### src/rtl/core/tri_pkg.sv
// Shared types, constants and the CORDIC angle table for the timed record interpolator.
package tri_pkg;

  localparam int DEPTH = 64;
  localparam int AW = $clog2(DEPTH);
  localparam int CW = $clog2(DEPTH + 1);
  localparam int DW = 40;
  localparam int ZW = 33;
  localparam int STEPS = 16;
  localparam int SW = $clog2(STEPS);
  localparam int LIMW = 20;

  localparam logic [14:0] DIR_FULL = 15'd23040;
  localparam logic signed [ZW-1:0] ANG_90 = 33'sd377487360;
  localparam logic signed [ZW-1:0] ANG_180 = 33'sd754974720;
  localparam logic signed [ZW-1:0] ANG_360 = 33'sd1509949440;
  localparam logic signed [DW-1:0] GAIN_SQ = 40'sd395948874;

  localparam logic CFG_FALLBACK = 1'b0;
  localparam logic CFG_SPAN = 1'b1;

  typedef enum logic [1:0] {
    OP_INSERT = 2'd0,
    OP_QUERY  = 2'd1,
    OP_CLEAR  = 2'd2
  } op_t;

  typedef enum logic [1:0] {
    ST_OK   = 2'd0,
    ST_FAIL = 2'd1,
    ST_FULL = 2'd2
  } status_t;

  typedef enum logic [1:0] {
    K_INSERT,
    K_QUERY,
    K_CLEAR,
    K_INVALID
  } kind_t;

  // one stored record; layout matches the input data word
  typedef struct packed {
    logic [11:0] src;
    logic [15:0] height;
    logic [14:0] dir;
    logic [15:0] speed;
    logic [31:0] rtime;
  } rec_t;

  typedef struct packed {
    kind_t kind;
    rec_t  rec;
  } cmd_t;

  typedef enum logic [4:0] {
    S_IDLE,
    S_SCAN,
    S_EVAL,
    S_DIV,
    S_RD_B,
    S_RD_A,
    S_LOAD_A,
    S_ROT_INIT,
    S_ROT,
    S_MAC,
    S_VEC_INIT,
    S_VEC,
    S_MAG0,
    S_MAG1,
    S_RD_ONE,
    S_GRAB,
    S_FINISH
  } state_t;

  // atan(2^-i) in units of 2^-22 degree
  function automatic logic signed [ZW-1:0] atan_step(input logic [SW-1:0] i);
    logic signed [ZW-1:0] r;
    unique case (i)
      4'd0:  r = 33'sd188743680;
      4'd1:  r = 33'sd111421900;
      4'd2:  r = 33'sd58872272;
      4'd3:  r = 33'sd29884485;
      4'd4:  r = 33'sd15000234;
      4'd5:  r = 33'sd7507429;
      4'd6:  r = 33'sd3754631;
      4'd7:  r = 33'sd1877430;
      4'd8:  r = 33'sd938729;
      4'd9:  r = 33'sd469366;
      4'd10: r = 33'sd234683;
      4'd11: r = 33'sd117342;
      4'd12: r = 33'sd58671;
      4'd13: r = 33'sd29336;
      4'd14: r = 33'sd14668;
      4'd15: r = 33'sd7334;
    endcase
    return r;
  endfunction

endpackage

### src/rtl/core/tri_front.sv
// Front end: takes input words, classifies the operation and queues commands.
module tri_front (
  input  logic             clk,
  input  logic             rst,
  input  logic             s_axis_tvalid,
  output logic             s_axis_tready,
  input  logic [95:0]      s_axis_tdata,
  input  logic [1:0]       s_axis_tuser,
  output logic             head_valid,
  output tri_pkg::cmd_t    head,
  input  logic             pop
);
  import tri_pkg::*;

  cmd_t       q [2];
  logic       wr_ptr;
  logic       rd_ptr;
  logic [1:0] fill;
  cmd_t       cmd_in;
  logic       push;

  always_comb begin
    cmd_in.rec = rec_t'(s_axis_tdata[$bits(rec_t)-1:0]);
    if (cmd_in.rec.dir >= DIR_FULL) begin
      cmd_in.rec.dir = cmd_in.rec.dir - DIR_FULL;
    end
    unique case (s_axis_tuser)
      OP_INSERT: cmd_in.kind = K_INSERT;
      OP_QUERY:  cmd_in.kind = K_QUERY;
      OP_CLEAR:  cmd_in.kind = K_CLEAR;
      default:   cmd_in.kind = K_INVALID;
    endcase
  end

  assign s_axis_tready = (fill != 2'd2);
  assign push = s_axis_tvalid && s_axis_tready;
  assign head_valid = (fill != 2'd0);
  assign head = q[rd_ptr];

  always_ff @(posedge clk) begin
    if (push) begin
      q[wr_ptr] <= cmd_in;
    end
  end

  always_ff @(posedge clk) begin
    if (rst) begin
      wr_ptr <= 1'b0;
      rd_ptr <= 1'b0;
      fill <= 2'd0;
    end else begin
      if (push) begin
        wr_ptr <= ~wr_ptr;
      end
      if (pop) begin
        rd_ptr <= ~rd_ptr;
      end
      if (push && !pop) begin
        fill <= fill + 2'd1;
      end else if (pop && !push) begin
        fill <= fill - 2'd1;
      end
    end
  end

endmodule

### config.mk
export PLATFORM = sky130hd
export DESIGN_NAME = tri_front
export DESIGN_NICKNAME = d
export VERILOG_FILES = /design/src/rtl/core/tri_pkg.sv /design/src/rtl/core/tri_front.sv
export SDC_FILE = /design/constraint.sdc
export NUM_CORES = 1
export LEC_CHECK = 0
export CORE_UTILIZATION = 55
export CTS_CLUSTER_DIAMETER = 80
export DETAILED_ROUTE_END_ITERATION = 10
export DONT_BUFFER_PORTS = 1
export PLACE_DENSITY = 0.73
export SYNTH_ARGS = -nofsm -noshare
export SYNTH_HDL_FRONTEND = slang
export SYNTH_SLANG_ARGS = --single-unit
### constraint.sdc
create_clock -name clk -period 4.62 [get_ports clk]
set_input_delay 0.462 -clock clk [delete_from_list [all_inputs] [get_ports clk]]
set_output_delay 0.462 -clock clk [all_outputs]
set_load 0.01 [all_outputs]
==> results.yml, run 1 <==
critical_path:
  endpoint_kind: "output pin"
  required_ps: 4160
  startpoint_type: "flop"
  setup.worst_path.class: "reg -> out"
  crit_fanout: 65
  slowest_stage: "dfxtp_4"
  path_delay_family: "flip-flops"
  worstPathArrival_ps: 2280
  slowest_delay_ps: 910
  critPathBufInv: 1
  crit_path_cell_trace: "buf_4 > mux2_2"
floorplanning:
  die_width_um: 116
  start_util: 0.562
  die_area_um2: 13400
  fp-row-count: 41
  floorplan.die.height_um: 116
  core_um2: 12600
  pin_count: 197
cts:
  clkSinkCount: 191
  clkLatencyLatePin_ps: 420
  clockBufferDepth: 2
  clk_pin_slew_ps: 60
  cts_resized: 0
  numCtsBuffers: 17
  cts_tree: "done"
  cts_setup_buffers: 0
  postCtsHoldBufs: 0
  cts_root_buf: "clkbuf_16"
  htreeDepth: 4
job:
  drv_cap: 0
yosys:
  synth_top_area_cell: "edfxtp_1"
  ys_warn_count: 0
  synth.distinct_cells: 27
  synthTopCellsByArea: "edfxtp_1 (79%), mux2_2 (15%), dfxtp_1 (1.4%)"
  syn_nets: 443
  synth_area_um2: 7090
  yosysTopAreaCellShare: 0.787
  syn_avg_cell_area_um2: 20.9
  syn_inst: 339
  seq_area_frac_synth: 0.801
  synth-seq-cells: 191
pwr:
  total_power_uw: 4040
  power_density_nw_per_um2: 515
  ir_drop_mv: 0.275
  p_leak_uw: 0.00257
timing:
  fmax_ghz: 0.365
  worst_slew_pin_slew_ps: 873
  timing.final.crit_share: 0.592
  rsz0062_at_grt: "no"
  fin_skew_ps: 8.69
  finalSetupTns_ps: 0
  finalHoldViolCount: 0
  finalCriticalPeriod_ps: 2740
  slew_headroom: 0.418
  setup_viol: 0
  slew_violations: 0
detailed_routing:
  drt_iter0_drc: 170
  wl_um: 11300
  num_vias: 2966
  vias_per_cell: 5.55
  drc: 0
  drt-pass1-iter-count: 4
  post_drt_wl_per_cell_um: 21.2
  antenna_left: 0
layout:
  nFillCells: 896
  layout_commonest_cell: "edfxtp_1"
  syn_to_final_growth_pct: 10.8
  final_cell_mix: "edfxtp_1 (186), mux2_2 (93), clkbuf_16 (17)"
  drive_above_1_share: 0.354
  diodes: 0
  nets: 454
global_route:
  first_global_vias: 2990
  overflow: 0
  grt_antenna_before_repair: 0
  grt_first_pass_wirelength_um: 15900
  track_usage: 0.171
  grt_max_degree: 66
status:
  status: "complete, no violations"
min_path:
  hp-class: "in -> reg"
place:
  io_buffers: 0
  place_hpwl_um: 7250
  globalplace.congestion: 0.723
through the flow:
stage                     worst slack, ps  utilization  std cells  area, µm²  hold slack, ps
after floorplan                      1080            -        339       7100             461
after global placement               2250        0.577        503       7280             475
after detailed placement             2210        0.577        503       7280             499
after CTS                            1820        0.623        534       7860            81.5
after global routing                 1730        0.623        534       7860            81.4
final                                1880        0.623        534       7860             101
cells in the mapped netlist:
cell,number
edfxtp_1,186
mux2_2,93
buf_4,7
inv_1,6
dfxtp_1,5
nor2_1,5
o21ai_0,4
xnor2_1,4
a21oi_1,3
buf_2,3
xor2_1,3
and4bb_1,2
clkbuf_1,2
ha_1,2
nand2_1,2
a21o_1,1
and3_1,1
and3b_1,1
mux2i_1,1
nand2b_1,1
nand4_1,1
nor3_1,1
nor4_2,1
o21ai_2,1
o21bai_1,1
or2_2,1
or3_1,1
state kept, by name, summed over array words and instances, names as in the netlist, named ones only:
register  count
wr_ptr        1
q           186
rd_ptr        1
fill          2
metal layers:
layer | vias to the layer above | global-route usage | share of wire | routed length, µm
li1 | 1352 | - | - | -
met1 | 1455 | 0.172 | 0.36 | 4100
met2 | 143 | 0.289 | 0.52 | 5850
met3 | 16 | 0.0931 | 0.11 | 1220
met4 | 0 | 0.0779 | 0.015 | 172
met5 | - | 0 | 0 | 0
logic make-up (layout without fill, tap and decap cells):
kind of cell | after synthesis | after routing | share of synthesized area
simple gates | 17 | 17 | 0.0153
mux | 94 | 94 | 0.149
buf+inv | 18 | 41 | 0.0138
flops | 191 | 191 | 0.801
fa+ha+maj | 2 | 2 | 0.00353
compound gates | 10 | 10 | 0.00829
xor+xnor | 7 | 7 | 0.00864
path summary, 6_finish.rpt:
check	startpoint	end	slack, ps	cells after the start
setup / recovery	flop	head[1]	1880	2
hold / removal	rst	flop	100	1
setup reg to reg	fill[0]	q[1][27]	2270	3
hold reg to reg	fill[1]	fill[1]	500	2
cell type report:
type	instances	area [µm²]	share of cell area
multi-input combinational	130	1320	0.168
sequential	191	5690	0.724
inverter	6	22.5	0.00287
timing repair buffer	4	30.0	0.00382
tap	172	215	0.0274
clock buffer	19	433	0.0551
clock inverter	12	144	0.0183
power breakdown:
group / switching, µW / total [µW] / internal, µW
sequential: 65.0 / 2210 / 2140
combinational: 270 / 423 / 153
clock: 572 / 1410 / 842
No activity file was read; power rests on OpenSTA's default activity.
==> run 2: changes to the inputs <==
==> constraint.sdc (replaced) <==
create_clock -name clk -period 2.3 [get_ports clk]
set_input_delay 0.23 -clock clk [delete_from_list [all_inputs] [get_ports clk]]
set_output_delay 0.23 -clock clk [all_outputs]
set_load 0.01 [all_outputs]
==> results.yml, run 2 (same netlist as run 1, synthesis figures left out) <==
floorplanning:
  core_um2: 12600
  die_width_um: 116
  floorplan.die.height_um: 116
  die_area_um2: 13400
  fp-row-count: 41
  start_util: 0.562
  pin_count: 197
detailed_routing:
  wl_um: 12600
  drc: 0
  post_drt_wl_per_cell_um: 20.1
  drt-pass1-iter-count: 4
  vias_per_cell: 5.37
  num_vias: 3363
  antenna_left: 0
  drt_iter0_drc: 219
place:
  dp.cells: 506
  dp_slack_ps: 696
  globalplace.congestion: 0.746
  io_buffers: 0
  place_hpwl_um: 7330
critical_path:
  endpoint_kind: "output pin"
  rrSetupSlack_ps: 690
  crit_fanout: 42
  setup.worst_path.class: "reg -> out"
  startpoint_type: "flop"
  required_ps: 2070
  worstPathArrival_ps: 1770
global_route:
  grt_first_pass_wirelength_um: 18000
  grtUsageMet1: 0.199
  first_global_vias: 3458
  grt_antenna_before_repair: 0
  overflow: 0
  track_usage: 0.190
  grt_use_met3: 0.0675
  met2_usage: 0.334
  grt_max_degree: 54
  top_usage_layer: "met2"
status:
  status: "complete, no violations"
layout:
  layout.cells.non_filler: 626
  nFillCells: 798
  drive_above_1_share: 0.302
  final_cell_mix: "edfxtp_1 (186), mux2_2 (93), dlygate4sd3_1 (89)"
  max_flop_register: "q"
  largest_register_ff_count: 186
  nets: 546
  layout_commonest_cell: "edfxtp_1"
  largestRegisters: "q: 186 flops, fill: 2 flops"
  syn_to_final_growth_pct: 24.6
  diodes: 0
pwr:
  total_power_uw: 8340
  ir_drop_mv: 0.658
  power_density_nw_per_um2: 943
  p_leak_uw: 0.00298
timing:
  slew_violations: 0
  setup_ws_ps: 296
  worst_slew_pin_slew_ps: 561
  slew_headroom: 0.626
  finalHoldViolCount: 0
  rsz0062_at_grt: "no"
  finalSetupTns_ps: 0
  fin_skew_ps: 5.22
  fmax_ghz: 0.499
  timing.final.crit_share: 0.871
  setup_viol: 0
  finalCriticalPeriod_ps: 2000
cts:
  numCtsBuffers: 17
  clockBufferDepth: 2
  clkSinkCount: 191
  htreeDepth: 4
  clk_pin_slew_ps: 60
  cts_resized: 0
  clkLatencyLatePin_ps: 420
  cts_setup_buffers: 0
  cts_root_buf: "clkbuf_16"
  cts_tree: "done"
min_path:
  hp-class: "in -> reg"
job:
  drv_cap: 0
run 2: cell count changes in the layout (fill, tap and decap cells not counted), moves of 2 or more:
cell	change
buf_12	+4
clkinv_1	-3
clkinv_2	+3
clkinvlp_4	+2
dlygate4sd3_1	+89
run 2: power by group:
part           total (µW)  leakage (µW)  switching, µW  internal, µW
sequential           4410       0.00178            117          4290
combinational        1080      0.000923            624           453
clock                2850      0.000276           1160          1690
run 2: through the flow:
step | utilization | hold slack (ps) | cell area, µm²
6_report | 0.700 | 46.6 | 8840
5_1_grt | 0.700 | 45.5 | 8840
4_1_cts | 0.700 | 33.6 | 8840
3_5_place_dp | 0.584 | 301 | 7370
3_3_place_gp | 0.584 | 297 | 7370
2_1_floorplan | - | 295 | 7120
run 2: layer usage:
layer	share of wire	vias up	wire length [µm]
li1	-	1533	-
met1	0.37	1672	4690
met2	0.53	128	6720
met3	0.067	30	849
met4	0.027	0	338
met5	0	-	0
run 2: layout make-up:
class,instances,area [µm²],area share
repair buffers,96,993,0.112
multi-input cells,130,1340,0.151
flip-flops and latches,191,5690,0.644
clock inverters,12,145,0.0164
inverters,6,22.5,0.00255
well taps,172,215,0.0243
clock buffers,19,433,0.0490
run 2: final timing paths:
check	from	end	cells past startpoint
max	flop	head[12]	2
min	s_axis_tdata[59]	q[0][59]	1
max reg2reg	fill[0]	q[1][57]	3
min reg2reg	rd_ptr	rd_ptr	2
run 2: what timing repair did:
action / in CTS / in global routing
hold buffers: 89 / 0
endpoints found under the hold margin: 179 / 0
endpoints found under the setup margin: 0 / 0
run 2: worst max-delay path, cell delays in order (launching register included):
cell and delay (ps):
dfxtp_4 610, buf_12 300, mux2_2 420
==> run 3: changes to the inputs <==
--- a/config.mk
+++ b/config.mk
@@ -5,6 +5,7 @@
 export SDC_FILE = /design/constraint.sdc
 export NUM_CORES = 1
 export LEC_CHECK = 0
+export ABC_AREA = 1
 export CORE_UTILIZATION = 55
 export CTS_CLUSTER_DIAMETER = 80
 export DETAILED_ROUTE_END_ITERATION = 10
==> results.yml, run 3 <==
status:
  status: "complete, no violations"
cts:
  cts_root_buf: "clkbuf_16"
  clkLatencyLatePin_ps: 420
  numCtsBuffers: 17
  htreeDepth: 4
  clkSinkCount: 191
  cts_resized: 0
  clk_pin_slew_ps: 70
  clockBufferDepth: 2
  cts_setup_buffers: 0
  cts_tree: "done"
yosys:
  seq_area_frac_synth: 0.786
  synth-seq-cells: 191
  synth_area_um2: 7230
  synth.distinct_cells: 22
  synth_top_area_cell: "edfxtp_1"
  synth_commonest_cells: "edfxtp_1 (186), mux2_1 (93), nand2_1 (31)"
  syn_inst: 377
  syn_nets: 481
  synthFlopType: "edfxtp_1"
  synthTopCellsByArea: "edfxtp_1 (77%), mux2_1 (14%), nand2_1 (1.6%)"
  syn_avg_cell_area_um2: 19.2
  yosysTopAreaCellShare: 0.772
  async_flop_share: 0
  ys_warn_count: 0
  synth_edf_count: 186
  yosysMostFrequentCell: "edfxtp_1"
critical_path:
  required_ps: 2070
  worstPathArrival_ps: 1760
  crit_fanout: 33
  r2r_cells: 5
  rrSetupSlack_ps: 720
  r2r_end: "q[0][29]"
  r2r_start: "fill[0]"
  setup.worst_path.class: "reg -> out"
  endpoint_kind: "output pin"
  startpoint_type: "flop"
timing:
  finalCriticalPeriod_ps: 1990
  timing.final.crit_share: 0.866
  fin_skew_ps: 7.90
  finalSetupTns_ps: 0
  finalHoldViolCount: 0
  slew_headroom: 0.627
  fmax_ghz: 0.502
  setup_viol: 0
  rsz0062_at_grt: "no"
  slew_violations: 0
  worst_slew_pin_slew_ps: 560
  hold_ws_ps: 52.2
floorplanning:
  start_util: 0.569
  core_um2: 12700
  fp-row-count: 41
  floorplan.die.height_um: 117
  die_area_um2: 13600
  die_width_um: 117
  pin_count: 197
place:
  place_hpwl_um: 7420
  globalplace.congestion: 0.829
  io_buffers: 0
  dpl_cell_area_um2: 7490
layout:
  final_cell_mix: "edfxtp_1 (186), mux2_1 (93), dlygate4sd3_1 (89)"
  multiInputGateArea_um2: 1430
  drive_above_1_share: 0.108
  layout_commonest_cell: "edfxtp_1"
  largestRegisters: "q: 186 flops, fill: 2 flops"
  syn_to_final_growth_pct: 23.7
  largest_register_ff_count: 186
  seq_area_um2: 5690
  stdcell_area_um2: 8950
  nets: 583
  nFillCells: 827
  max_flop_register: "q"
  diodes: 0
  final_core_util: 0.703
detailed_routing:
  vias_per_cell: 5.36
  drt_iter0_drc: 226
  antenna_left: 0
  post_drt_wl_per_cell_um: 19.9
  wl_um: 13200
  num_vias: 3551
  drc: 0
  drt-pass1-iter-count: 5
pwr:
  power.switching_uw: 1850
  p_sw_frac: 0.233
  p_leak_uw: 0.00309
  p_comb_frac: 0.110
  pwr-share-clk: 0.354
  p_seq_frac: 0.536
  power_density_nw_per_um2: 887
  ir_drop_mv: 0.567
  p_int_uw: 6090
  total_power_uw: 7940
job:
  drv_cap: 0
global_route:
  track_usage: 0.198
  grt_first_pass_wirelength_um: 19300
  overflow: 0
  first_global_vias: 3679
  grt_max_degree: 53
  grt_antenna_before_repair: 0
min_path:
  hp-class: "in -> reg"
  min_path_cells: 2
  hold_end: "q[1][58]"
  hold_path_startpoint: "s_axis_tdata[58]"
run 3: cell count changes in the layout (fill, tap and decap cells not counted), sizes merged, moves of 2 or more:
| cell | delta |
|---|---|
| nor2 | +9 |
| nand2 | +33 |
| clkbuf | -2 |
| clkinv | +2 |
| o21ai | -5 |
| xnor2 | -2 |
| nand3 | +10 |
| and4bb | -2 |
| inv | +8 |
| xor2 | -2 |
run 3: worst max-delay path by stage:
stage / endpoint / cells past startpoint
4_1_cts: head[17] / 2
3_3_place_gp: head[17] / 2
6_report: head[10] / 2
3_5_place_dp: head[17] / 2
2_1_floorplan: q[1][0] / 4
5_1_grt: head[17] / 2
run 3: cell type report:
cell class / instances / area share
clock buffers: 17 / 0.0475
clock inverters: 14 / 0.0162
inverters: 13 / 0.00545
multi-input cells: 161 / 0.159
flip-flops and latches: 191 / 0.636
well taps: 172 / 0.0240
repair buffers: 95 / 0.112
run 3: metrics by stage:
step / std cells / setup slack [ps]
5_1_grt: 663 / 211
3_3_place_gp: 543 / 720
4_1_cts: 663 / 248
2_1_floorplan: 377 / -41.8
3_5_place_dp: 543 / 714
6_report: 663 / 307
run 3: critical path, stage by stage (launching register included):
cell     delay, ps
dfxtp_4        630
buf_12         270
mux2_1         410
run 3: kinds of logic (layout without fill, tap and decap cells):
logic type | Yosys count | count (layout) | share of synthesized area
flip-flops | 191 | 191 | 0.786
XOR/XNOR | 3 | 3 | 0.00363
buffers and inverters | 25 | 139 | 0.0211
multiplexers | 93 | 93 | 0.145
AO/OA/AOI/OAI | 3 | 3 | 0.00242
adder cells (fa/ha/maj) | 2 | 2 | 0.00346
AND/OR/NAND/NOR | 60 | 60 | 0.0386
run 3: repair_timing:
| action | in CTS | in global routing |
|---|---|---|
| hold endpoints to repair | 179 | 0 |
| endpoints found under the setup margin | 0 | 0 |
| hold buffers | 89 | 0 |
run 3: power by group through the flow:
stage                     registers, µW  logic (µW)  clock network (µW)
final                              4250         876                2810
after detailed placement           4330         728                   0
after floorplan                    4290         593                   0
after global routing               4280         942                3010
after CTS                          4250         879                2850
after global placement             4310         721                   0
run 3: layer usage:
layer / up-vias / track usage / share of wire
met5: - / 0 / 0
met4: 0 / 0.0920 / 0.021
met3: 21 / 0.0716 / 0.083
met2: 139 / 0.353 / 0.54
met1: 1765 / 0.207 / 0.36
li1: 1626 / - / -
